<file path="src/hw/rtl/smm_pkg.sv">
package smm_pkg;

	// Fixed field widths
	localparam int DATA_W = 32;
	localparam int DIM_W  = 4;

	// Defaults for the top-level parameter and the dimension register
	localparam int MAX_DIM_DEFAULT = 8;
	localparam int DIM_RESET       = 2;

	// Controller to datapath commands
	typedef struct packed {
		logic wr_a;       // write the element into the first store
		logic wr_b;       // write the element into the second store
		logic mac_valid;  // read both stores and start one multiply-accumulate
		logic mac_first;  // this multiply starts a new sum
		logic push;       // load the accumulator into the output register
		logic row_end;    // flag for the pushed result
		logic last;       // pushed result ends the product matrix
	} smm_cmd_t;

	// Datapath to controller status
	typedef struct packed {
		logic s1_busy;    // a multiply-accumulate is still in the read stage
		logic out_free;   // output register can take a result this cycle
	} smm_status_t;

endpackage

</file>
<file path="src/hw/rtl/smm_datapath.sv">
module smm_datapath #(
	parameter int MAX_DIM = smm_pkg::MAX_DIM_DEFAULT,
	parameter int DEPTH   = MAX_DIM * MAX_DIM,
	parameter int ADDR_W  = (DEPTH > 1) ? $clog2(DEPTH) : 1
) (
	input  logic                              clk,
	input  logic                              arst_n,
	input  smm_pkg::smm_cmd_t                 cmd,
	input  logic [ADDR_W-1:0]                 wr_addr,
	input  logic [ADDR_W-1:0]                 a_addr,
	input  logic [ADDR_W-1:0]                 b_addr,
	input  logic signed [smm_pkg::DATA_W-1:0] wr_data,
	output smm_pkg::smm_status_t              stat,
	output logic                              out_valid,
	input  logic                              out_ready,
	output logic signed [smm_pkg::DATA_W-1:0] out_value,
	output logic                              out_row_end,
	output logic                              out_last
);
	import smm_pkg::*;

	logic [DATA_W-1:0] mem_a_q [DEPTH];
	logic [DATA_W-1:0] mem_b_q [DEPTH];

	logic [DATA_W-1:0] rd_a_s1, rd_b_s1, prod_s2, acc_q;
	logic              v_s1, first_s1, v_s2, first_s2;
	logic              out_valid_q, out_row_end_q, out_last_q;
	logic [DATA_W-1:0] out_value_q;

	// Element stores, registered read
	always_ff @(posedge clk) begin
		if (cmd.wr_a) begin
			mem_a_q[wr_addr] <= wr_data;
		end
		if (cmd.wr_b) begin
			mem_b_q[wr_addr] <= wr_data;
		end
		rd_a_s1 <= mem_a_q[a_addr];
		rd_b_s1 <= mem_b_q[b_addr];
	end

	// Multiply stage and accumulator, low 32 bits only
	always_ff @(posedge clk) begin
		prod_s2 <= rd_a_s1 * rd_b_s1;
		if (v_s2) begin
			acc_q <= first_s2 ? prod_s2 : acc_q + prod_s2;
		end
	end

	// Stage valid flags
	always_ff @(posedge clk or negedge arst_n) begin
		if (!arst_n) begin
			v_s1     <= 1'b0;
			first_s1 <= 1'b0;
			v_s2     <= 1'b0;
			first_s2 <= 1'b0;
		end else begin
			v_s1     <= cmd.mac_valid;
			first_s1 <= cmd.mac_first;
			v_s2     <= v_s1;
			first_s2 <= first_s1;
		end
	end

	// Output register
	always_ff @(posedge clk or negedge arst_n) begin
		if (!arst_n) begin
			out_valid_q <= 1'b0;
		end else if (cmd.push) begin
			out_valid_q <= 1'b1;
		end else if (out_ready) begin
			out_valid_q <= 1'b0;
		end
	end

	always_ff @(posedge clk) begin
		if (cmd.push) begin
			out_value_q   <= acc_q;
			out_row_end_q <= cmd.row_end;
			out_last_q    <= cmd.last;
		end
	end

	assign stat.s1_busy  = v_s1;
	assign stat.out_free = !out_valid_q || out_ready;
	assign out_valid     = out_valid_q;
	assign out_value     = out_value_q;
	assign out_row_end   = out_row_end_q;
	assign out_last      = out_last_q;

endmodule

</file>
<file path="config.mk">
export PLATFORM = sky130hd
export DESIGN_NAME = smm_datapath
export DESIGN_NICKNAME = d
export VERILOG_FILES = /design/src/hw/rtl/smm_pkg.sv /design/src/hw/rtl/smm_datapath.sv
export SDC_FILE = /design/constraint.sdc
export NUM_CORES = 2
export LEC_CHECK = 0
export BUFFER_PORTS_ARGS = -buffer_cell sky130_fd_sc_hd__buf_2
export CORE_MARGIN = 10
export CORE_UTILIZATION = 30
export DETAILED_ROUTE_END_ITERATION = 16
export GPL_ROUTABILITY_DRIVEN = 0
export GPL_TIMING_DRIVEN = 0
export PLACE_DENSITY = 0.51
export SLEW_MARGIN = 20
export SYNTH_ARGS = -nofsm -noshare
export SYNTH_HDL_FRONTEND = slang
export SYNTH_SLANG_ARGS = --single-unit
</file>
<file path="constraint.sdc">
create_clock -name clk -period 14.7 [get_ports clk]
set_input_delay 0.735 -clock clk [delete_from_list [all_inputs] [get_ports clk]]
set_output_delay 0.735 -clock clk [all_outputs]
set_load 0.01 [all_outputs]
</file>
==> summary.md <==
| Metric | Value |
|---|---|
| Final Net Count | `9,480` |
| Mean Syn Cell Area | `21.8 µm²` |
| Clock Path Buffers | `4` |
| CP Cell Sequence | `clkbuf_1, clkbuf_1, nand2_1, fa_1, fa_1, fa_1, fa_1, inv_1, fa_1, fa_1, inv_1, fa_1, fa_1, inv_1, ha_1, nand2_1, nor2_1, a221o_1, a41oi_1, o21ai_0, a211o_1, a21oi_1, xnor2_1` |
| FF-to-FF setup slack | `5.77 ns` |
| CTS tree | `yes` |
| XOR/XNOR Fraction of Synth Area | `0.560%` |
| Synth cell types | `55` |
| Antenna violations before repair | `65` |
| Power Density | `242 nW/µm²` |
| I/O pins | `97` |
| Syn Nets | `8,732` |
| Post-Syn Area | `177,000 µm²` |
| Final Skew | `0.0428 ns` |
| Number of synthesized flops with an enable pin | `4,162` |
| CP dominant cell by count | `fa_1` |
| DR iter-0 viols | `10,200` |
| Setup violations, final | `0` |
| Post-synthesis register bit count | `4,263` |
| Psw | `19.2 mW` |
| First-pass GRT wire length | `722 mm` |
| Max_cap viols | `0` |
| Post-synth ARST share | `0.117%` |
| Clock Pin Slew Worst Setup and Hold Paths | `0.06 ns` |
| Clk sinks | `4,263` |
| Delay of the slowest cell on the worst path | `0.94 ns` |
| Ys Warns | `0` |
| Worst vdd ir | `1970 µV` |
| Final WS setup | `5.77 ns` |
| Type of the worst min-delay path | `in -> async` |
| Switching part of the total power | `38.1%` |
| H-Tree Depth | `5` |
| Compound-Gate Fraction of Synth Area | `0.683%` |
| Dpl ws | `5.78 ns` |
| Final Util | `35.4%` |
| Seq/Total Area, Yosys | `71.8%` |
| Critical path type | `reg -> reg` |
| Max Fclk | `112 MHz` |
| Remaining DRCs | `0` |
| TritonCTS Buffers | `424` |
| Pleak | `66.3 nW` |
| Clk_lat worst skew | `0.99 ns` |
| CP startpoint kind | `flop` |
| Routed WL per cell | `30.4 µm` |
| Internal power | `31.2 mW` |
| Largest net degree at the start of global routing | `100` |
| Fill count | `53,800` |
| Area of the multi-input gates | `47,600 µm²` |
| Crit. End Element | `flop` |
| Synth Area in Simple Gates | `2.25%` |
| Layout cell share with drive strength beyond 1 | `27.8%` |
| Actual slew at the worst max-slew pin | `1.23 ns` |
| Arrival @ worst endpoint | `9.81 ns` |
| Shortest period the worst path allows | `8.93 ns` |
| Port Buf Inserts | `80` |
| Sequential share of power | `28.1%` |
| Die area | `621,000 µm²` |
| Seq. cell area | `127,000 µm²` |
| Max-slew violations | `0` |
| Cells after DPL | `16,200` |
| Slowest-stage cell, CP | `clkbuf_1` |
| Top_reg_cell synth | `edfxtp_1` |
| CTS Hold Bufs | `6` |
| CORE AREA | `586,000 µm²` |
| Vias in the first global route | `89,600` |
| FF-to-FF path depth | `23` |
| Largest family of logic cells by synthesized area | `multiplexers` |
| Final Cycle Share | `60.7%` |
| Final std cells w/o fill | `17,000` |
| Post-DP HPWL | `358 mm` |
| Clk root buf | `clkbuf_16` |
| WL final | `517 mm` |
| Total grt overflow | `0` |
| Final hold vios | `0` |
| Vert. Die Dim | `788 µm` |
| Post_cts resized | `0` |
| Crit Reg-Reg Endpoint | `prod_s2[30]$_DFF_P_` |
| Required @ worst endpoint | `15.59 ns` |
| Router iterations before antenna repair | `6` |
| Global Route Usage Sum | `16.3%` |
| Vias per cell | `5.04` |
| DR vias | `85,700` |
| Max_slew headroom | `17.8%` |
| Clk pwr share | `21.5%` |
| Critical path fanouts, max | `10` |
| Die width | `788 µm` |
| Syn Inst Count | `8,109` |
| Total Power | `50.4 mW` |
| Area grow syn2layout | `17.5%` |
| Mux contribution to synthesized area | `17.1%` |
| Setup TNS | `0 ns` |
| Starting Density | `30.2%` |
| Post-CTS Setup Repair Bufs | `0` |
| Post-Synth Adder-Cell Area | `5.72%` |
| RSZ-0062 raised after global routing | `no` |
| Row Count | `281` |
| Antenna Violating Nets Remaining | `0` |
| Share of total power in combinational logic | `50.4%` |
| Status | `finished clean` |
| R2R Path Start | `rd_b_s1[2]$_DFF_P_` |
[critical path: cells and delay by family, from the launching register on]
family	cells	cell delay, ns
XOR/XNOR	1	0.15
buffers and inverters	5	1.65
AO/OA/AOI/OAI	5	1.65
adder cells (fa/ha/maj)	9	4.41
AND/OR/NAND/NOR	3	0.37
flip-flops	1	0.59
[Yosys cell counts, types with 43 or more instances]
master	number	area, µm²
edfxtp_1	4162	125000
mux4_2	1328	29900
fa_1	409	8190
inv_1	380	1430
and2_1	310	1940
nand2_1	294	1100
clkbuf_1	251	942
nor2_1	168	631
ha_1	154	1930
buf_2	99	495
dfxtp_1	96	1920
xnor2_1	78	683
o21ai_0	64	320
a21oi_1	43	215
[state kept, by name, summed over array words and instances (netlist names)]
name,count
v_s2,1
acc_q,32
mem_b_q,2048
rd_b_s1,32
out_value,32
v_s1,1
first_s1,1
prod_s2,32
rd_a_s1,32
out_last,1
out_valid,1
out_row_end,1
first_s2,1
mem_a_q,2048
[power groups by stage]
stage / registers [mW] / logic [mW] / clock network [mW]
global placement: 14.5 / 25.2 / 0
detailed placement: 14.4 / 25.6 / 0
finish: 14.2 / 25.4 / 10.8
CTS: 14.2 / 25.7 / 11.0
floorplan: 14.4 / 18.4 / 0
global route: 14.2 / 28.1 / 11.5
[cell families (layout without fill, tap and decap cells)]
family,Yosys count,after routing
compound gates,192,192
buf+inv,790,1899
mux,1366,1366
fa+ha+maj,563,563
xor+xnor,113,113
flops,4263,4263
other cells,0,19
simple gates,822,822
[cell type report]
cell class,count,area share (%)
plain buffers,410,0.879
clock inverters,271,1.26
well taps,7782,4.69
repair buffers,322,3.07
diodes,19,0.0229
multi-input cells,3056,22.9
inverters,380,0.687
clock buffers,516,5.35
flip-flops and latches,4263,61.1
[through the flow]
step / cell area (µm²) / hold WS (ns)
final: 208000 / 0.115
after global routing: 208000 / 0.0642
after CTS: 208000 / 0.0126
after detailed placement: 194000 / 0.350
after global placement: 187000 / 0.347
after floorplan: 177000 / 0.331
[worst max path at each step]
stage | start | end | slack, ns | depth (start not counted)
2_1_floorplan | rd_b_s1[2]$_DFF_P_ | prod_s2[30]$_DFF_P_ | 7.95 | 23
3_3_place_gp | rd_b_s1[4]$_DFF_P_ | prod_s2[30]$_DFF_P_ | 5.75 | 23
6_report | rd_b_s1[2]$_DFF_P_ | prod_s2[30]$_DFF_P_ | 5.77 | 23
5_1_grt | rd_b_s1[2]$_DFF_P_ | prod_s2[30]$_DFF_P_ | 5.48 | 23
3_5_place_dp | rd_b_s1[2]$_DFF_P_ | prod_s2[30]$_DFF_P_ | 5.78 | 23
4_1_cts | rd_b_s1[2]$_DFF_P_ | prod_s2[30]$_DFF_P_ | 5.74 | 23
[routing by layer]
layer  vias up  wire [µm]  GRT usage [%]
li1      34300          -              -
met5         -        111              0
met1     47500     218000           22.5
met4        18      15200           4.41
met2      3186     247000           26.4
met3       687      36700           2.95
[cells in the final DEF (no fill, tap or decap), drive strengths merged, types with 26 or more instances in the layout]
cell | synthesis | layout
edfxtp | 4162 | 4162
mux4 | 1328 | 1328
clkbuf | 251 | 768
buf | 159 | 474
fa | 409 | 409
inv | 380 | 393
and2 | 310 | 310
nand2 | 294 | 294
clkinv | 0 | 200
nor2 | 168 | 168
ha | 154 | 154
dfxtp | 96 | 96
xnor2 | 78 | 78
o21ai | 64 | 64
a21oi | 44 | 44
bufinv | 0 | 42
xor2 | 35 | 35
a21o | 26 | 26
No activity file was read; power rests on OpenSTA's default activity.
