$ cat src/hw/rtl/smm_pkg.sv
package smm_pkg;

	// Fixed field widths
	localparam int DATA_W = 32;
	localparam int DIM_W  = 4;

	// Defaults for the top-level parameter and the dimension register
	localparam int MAX_DIM_DEFAULT = 8;
	localparam int DIM_RESET       = 2;

	// Controller to datapath commands
	typedef struct packed {
		logic wr_a;       // write the element into the first store
		logic wr_b;       // write the element into the second store
		logic mac_valid;  // read both stores and start one multiply-accumulate
		logic mac_first;  // this multiply starts a new sum
		logic push;       // load the accumulator into the output register
		logic row_end;    // flag for the pushed result
		logic last;       // pushed result ends the product matrix
	} smm_cmd_t;

	// Datapath to controller status
	typedef struct packed {
		logic s1_busy;    // a multiply-accumulate is still in the read stage
		logic out_free;   // output register can take a result this cycle
	} smm_status_t;

endpackage

$ cat src/hw/rtl/smm_ctrl.sv
module smm_ctrl #(
	parameter int MAX_DIM = smm_pkg::MAX_DIM_DEFAULT,
	parameter int DEPTH   = MAX_DIM * MAX_DIM,
	parameter int ADDR_W  = (DEPTH > 1) ? $clog2(DEPTH) : 1
) (
	input  logic                      clk,
	input  logic                      arst_n,
	input  logic                      cfg_valid,
	input  logic [smm_pkg::DIM_W-1:0] cfg_dimension,
	output logic                      cfg_ready,
	input  logic                      elem_valid,
	output logic                      elem_ready,
	input  smm_pkg::smm_status_t      stat,
	output smm_pkg::smm_cmd_t         cmd,
	output logic [ADDR_W-1:0]         wr_addr,
	output logic [ADDR_W-1:0]         a_addr,
	output logic [ADDR_W-1:0]         b_addr
);
	import smm_pkg::*;

	localparam int CNT_W = $clog2(2 * DEPTH);
	localparam int NN_W  = CNT_W + 1;
	localparam int IDX_W = (MAX_DIM > 1) ? $clog2(MAX_DIM) : 1;

	typedef enum logic [3:0] {
		S_LOAD  = 4'b0001,
		S_MAC   = 4'b0010,
		S_DRAIN = 4'b0100,
		S_PUSH  = 4'b1000
	} state_t;

	state_t             state_q;
	logic [DIM_W-1:0]   dimension_q;
	logic [CNT_W-1:0]   load_cnt_q;
	logic [IDX_W-1:0]   row_q, col_q, k_q;
	logic [ADDR_W-1:0]  a_base_q, a_addr_q, b_addr_q;

	logic [DIM_W-1:0]   n_eff, n_last;
	logic [NN_W-1:0]    nn, two_nn, pos, pos_next;
	logic               accept, k_last, col_last, row_last;

	// Active size, clamped to 1..MAX_DIM
	always_comb begin
		if (dimension_q == '0) begin
			n_eff = DIM_W'(1);
		end else if (dimension_q > DIM_W'(MAX_DIM)) begin
			n_eff = DIM_W'(MAX_DIM);
		end else begin
			n_eff = dimension_q;
		end
		n_last = n_eff - DIM_W'(1);
	end

	// Load position within the current pair
	always_comb begin
		nn     = NN_W'(n_eff) * NN_W'(n_eff);
		two_nn = nn << 1;
		pos    = NN_W'(load_cnt_q);
		if (pos >= two_nn) begin
			pos = '0;
		end
		pos_next = pos + NN_W'(1);
	end

	assign accept     = elem_valid && elem_ready;
	assign elem_ready = (state_q == S_LOAD);
	assign cfg_ready  = 1'b1;
	assign k_last     = (DIM_W'(k_q) == n_last);
	assign col_last   = (DIM_W'(col_q) == n_last);
	assign row_last   = (DIM_W'(row_q) == n_last);
	assign a_addr     = a_addr_q;
	assign b_addr     = b_addr_q;

	// Commands to the datapath
	always_comb begin
		cmd           = '0;
		cmd.wr_a      = accept && (pos < nn);
		cmd.wr_b      = accept && !(pos < nn);
		cmd.mac_valid = (state_q == S_MAC);
		cmd.mac_first = (k_q == '0);
		cmd.push      = (state_q == S_PUSH) && stat.out_free;
		cmd.row_end   = col_last;
		cmd.last      = col_last && row_last;
		wr_addr       = (pos < nn) ? ADDR_W'(pos) : ADDR_W'(pos - nn);
	end

	// Sequencer: load, then per product element n MACs, drain, push
	always_ff @(posedge clk or negedge arst_n) begin
		if (!arst_n) begin
			state_q     <= S_LOAD;
			dimension_q <= DIM_W'(DIM_RESET);
			load_cnt_q  <= '0;
			row_q       <= '0;
			col_q       <= '0;
			k_q         <= '0;
			a_base_q    <= '0;
			a_addr_q    <= '0;
			b_addr_q    <= '0;
		end else begin
			if (cfg_valid && cfg_ready) begin
				dimension_q <= cfg_dimension;
				load_cnt_q  <= '0;
			end
			case (state_q)
				S_LOAD: begin
					if (accept) begin
						if (pos_next >= two_nn) begin
							load_cnt_q <= '0;
							row_q      <= '0;
							col_q      <= '0;
							k_q        <= '0;
							a_base_q   <= '0;
							a_addr_q   <= '0;
							b_addr_q   <= '0;
							state_q    <= S_MAC;
						end else begin
							load_cnt_q <= CNT_W'(pos_next);
						end
					end
				end
				S_MAC: begin
					a_addr_q <= a_addr_q + ADDR_W'(1);
					b_addr_q <= b_addr_q + ADDR_W'(n_eff);
					k_q      <= k_q + IDX_W'(1);
					if (k_last) begin
						state_q <= S_DRAIN;
					end
				end
				S_DRAIN: begin
					if (!stat.s1_busy) begin
						state_q <= S_PUSH;
					end
				end
				S_PUSH: begin
					if (stat.out_free) begin
						k_q <= '0;
						if (col_last) begin
							col_q    <= '0;
							b_addr_q <= '0;
							if (row_last) begin
								state_q <= S_LOAD;
							end else begin
								row_q    <= row_q + IDX_W'(1);
								a_base_q <= a_base_q + ADDR_W'(n_eff);
								a_addr_q <= a_base_q + ADDR_W'(n_eff);
								state_q  <= S_MAC;
							end
						end else begin
							col_q    <= col_q + IDX_W'(1);
							a_addr_q <= a_base_q;
							b_addr_q <= ADDR_W'(col_q) + ADDR_W'(1);
							state_q  <= S_MAC;
						end
					end
				end
				default: begin
					state_q <= S_LOAD;
				end
			endcase
		end
	end

endmodule

$ cat config.mk
export PLATFORM = sky130hd
export DESIGN_NAME = smm_ctrl
export DESIGN_NICKNAME = d
export VERILOG_FILES = /design/src/hw/rtl/smm_pkg.sv /design/src/hw/rtl/smm_ctrl.sv
export SDC_FILE = /design/constraint.sdc
export NUM_CORES = 1
export LEC_CHECK = 0
export ABC_CLOCK_PERIOD_IN_PS = 6500
export BUFFER_PORTS_ARGS = -buffer_cell sky130_fd_sc_hd__clkbuf_2
export CORE_ASPECT_RATIO = 0.9
export CORE_UTILIZATION = 60
export CTS_CLUSTER_SIZE = 20
export DETAILED_ROUTE_END_ITERATION = 10
export HOLD_SLACK_MARGIN = 0.05
export PLACE_DENSITY = 0.86
export SLEW_MARGIN = 5
export SYNTH_ARGS = -nofsm -noshare
export SYNTH_HDL_FRONTEND = slang
export SYNTH_SLANG_ARGS = --single-unit
$ cat constraint.sdc
create_clock -name clk -period 6.5 [get_ports clk]
set_input_delay 0.65 -clock clk [delete_from_list [all_inputs] [get_ports clk]]
set_output_delay 0.65 -clock clk [all_outputs]
set_load 0.005 [all_outputs]
==> impl_metrics.yaml <==
finish:
  final_nets: 495
  multi_input_area_sq_um: 2410
  fin_area_sq_um: 3990
  final_common_cell: "dfrtp_1"
  mostFrequentLayoutCells: "dfrtp_1 (40), nand2_1 (37), ha_1 (35), clkbuf_2 (35), inv_1 (30)"
  register_area_sq_um: 1050
  nFillCells: 464
  n_antenna_cell: 0
  areaGrowthSynthToFinish_pct: 9.84
  drive_above_1_share: 0.181
sta:
  final.min_clock_period_ns: 6.03
  skew_ns: 0.00903
  setup_viol: 0
  slew_viol_final: 0
  rsz0062_at_grt: "false"
  slew_headroom: 0.446
  finalHoldViolCount: 0
  worstMarginPinSlew_ns: 0.828
  setup_tns_ns: 0
  max_clock_freq_mhz: 166
  period_share: 0.927
floorplan:
  initial_core_util: 0.631
  die_h_um: 75.9
  ios: 37
  fp.dieW_um: 84.1
  coreArea_sq_um: 5760
  dieArea_sq_um: 6380
  placementRows: 26
clocking:
  cts_sinks: 42
  root_buffer: "clkbuf_8"
  cts_buffer_depth: 2
  clkLatencyLatePin_ns: 0.30
  cts.htree.levels: 2
  postCtsHoldBufs: 0
  cts_made_buffers: 5
  cts_tree: "yes"
  clkSlewWorstSetupHoldPaths_ns: 0.09
status:
  outcome: "complete, but fails checks"
  violations: "DRC"
logic_synthesis:
  ys_seq_area_frac: 0.290
  async_flop_share: 1.00
  synth_ff_type: "dfrtp_1"
  synth_cell_types: 67
  synth_top_cell_area_share: 0.275
  syn-mean-instance-area_sq_um: 8.87
  postSynthCellCount: 410
  yosys.area.top_type: "dfrtp_1"
  synth_area_sq_um: 3640
  ys_seq_elements: 42
  synth_area_leaders: "dfrtp_1 (28%), ha_1 (12%), o21ai_0 (4.1%)"
  synth_edf_count: 0
  yosysWarnings: 0
power:
  leakage_nw: 2.03
  power.density_nw_per_um2: 263
  max-vdd-ir-drop_uv: 152
drt:
  drt_iter0_markers: 291
  vias_per_cell: 6.24
  ant_nets: 0
  routed_wl_um: 9230
  wl_per_cell_um: 17.8
  via_count: 3230
  dr.pass1.iters: 8
  drc_errors: 4
setup_path:
  path_max_fanout: 10
  critPathArrivalTime_ns: 6.21
  r2r_start: "dimension_q[3]"
  crit_slowest_cell: "o31ai_4"
  crit_start: "dimension_q[3]"
  crit_top_cell: "ha_1"
  critical_path_required_ns: 6.69
  path_cells: "inv_1 > nand2_1 > inv_1 > ha_1 > inv_1 > fa_1 > xor2_1 > ha_1 > nand3_1 > a31oi_2 > o32ai_2 > a21o_2 > and2_1 > ha_1 > nand3_1 > xor2_1 > nor2_1 > ha_1 > nand3_1 > a2111oi_2 > a211o_2 > o31ai_4 > or3_1 > mux2_1"
  crit_path_start_kind: "flop"
  crit_type: "flop to flop"
  critPathMaxStageDelay_ns: 0.52
  endpoint_kind: "flop"
place:
  placedInstanceArea_sq_um: 3890
  io_buffer_count: 35
  gp_congestion: 0.965
  hpwl_um: 7130
min_path:
  hp-class: "input pin to async pin"
global_routing:
  grt_pass1_vias: 2970
  antenna_found_initial: 0
  grt_first_pass_wirelength_um: 14700
  grt_use_total: 0.301
  grt_remaining_overflow: 0
  grt_max_degree: 43
flow_run:
  drv_cap: 0
## worst max-delay path: cells and delay by family, from the launching register on
kind / cells / cell delay [ns]
DFF: 1 / 0.44
muxes: 1 / 0.35
adders and majority gates: 5 / 1.44
xor gates and xnor gates: 2 / 0.46
and+or+nand+nor: 7 / 1.19
buffers and inverters: 3 / 0.47
AOI/OAI and AO/OA: 6 / 1.56
## per-stage QoR
step	worst slack [ns]	std cells	hold slack (ns)	total power, W	util
5_1_grt	0.0255	518	0.467	0.00112	0.694
3_3_place_gp	0.630	510	0.492	0.000851	0.676
2_1_floorplan	0.995	411	0.354	0.000719	-
4_1_cts	0.115	518	0.437	0.00104	0.693
3_5_place_dp	0.482	510	0.497	0.000865	0.676
6_report	0.474	518	0.416	0.00105	0.694
## synthesized netlist by cell type, types with 3 or more instances
cell	n
nand3_1	13
nand2b_1	9
buf_4	3
nor2b_1	8
a21o_1	8
nor3_1	13
buf_2	3
xor2_1	11
ha_1	35
nand2_1	37
and3_1	4
or3_1	3
inv_1	30
a22o_1	5
a21oi_1	20
xnor2_1	15
nor2_1	22
dfrtp_1	40
and2_1	5
o21ai_0	30
o31ai_1	7
o22ai_1	3
clkbuf_1	8
a32o_1	3
mux2i_1	7
nor4_1	3
fa_1	3
mux2_2	10
## logic make-up after synthesis
logic type               Yosys count  share of synthesized area
buffers and inverters             44                     0.0496
adder cells (fa/ha/maj)           38                      0.137
XOR/XNOR                          28                     0.0733
AO/OA/AOI/OAI                    105                      0.202
flip-flops                        42                      0.290
AND/OR/NAND/NOR                  132                      0.190
multiplexers                      19                     0.0564
other                              2                    0.00207
## power by group
part,internal (W),leakage (nW),switching [W],total (W)
sequential,0.000302,0.566,0.0000571,0.000359
clock,0.0000855,0.0472,0.0000954,0.000181
combinational,0.000215,1.42,0.000295,0.000510
## final cells by class
type	count	share of cell area
multi-input cells	325	0.603
flip-flops and latches	42	0.264
repair buffers	43	0.0589
inverters	30	0.0282
well taps	70	0.0219
clock buffers	6	0.0207
clock inverters	2	0.00313
## sequential cells by signal (all words and copies together) (netlist names)
register	count
load_cnt_q	7
a_addr	6
a_base_q	6
b_addr	6
dimension_q	4
state_q	4
col_q	3
k_q	3
row_q	3
## final timing paths
| check | to | slack [ns] | cells after the start |
|---|---|---|---|
| worst max-delay path | a_addr[1] | 0.47 | 24 |
| worst min-delay path | load_cnt_q[1] | 0.42 | 2 |
| worst max register to register | a_addr[1] | 0.47 | 24 |
| worst min register to register | a_base_q[5] | 0.51 | 1 |
| max in group asynchronous | dimension_q[1] | 5.68 | 2 |
| min in group clk | a_base_q[5] | 0.51 | 1 |
## metal layers
metal  track usage  vias to the layer above  part of all wire
li1              -                     1538                 -
met1         0.422                     1550              0.47
met2         0.492                      129              0.45
met3        0.0531                       13             0.070
met4        0.0728                        0             0.010
met5             0                        -                 0
## what timing repair did
action | 4_1_cts | 5_1_grt
gates resized for setup | 0 | 2
setup endpoints to repair | 0 | 8
buffers inserted | 0 | 0
Note: power is estimated with default switching activity, not from simulation.
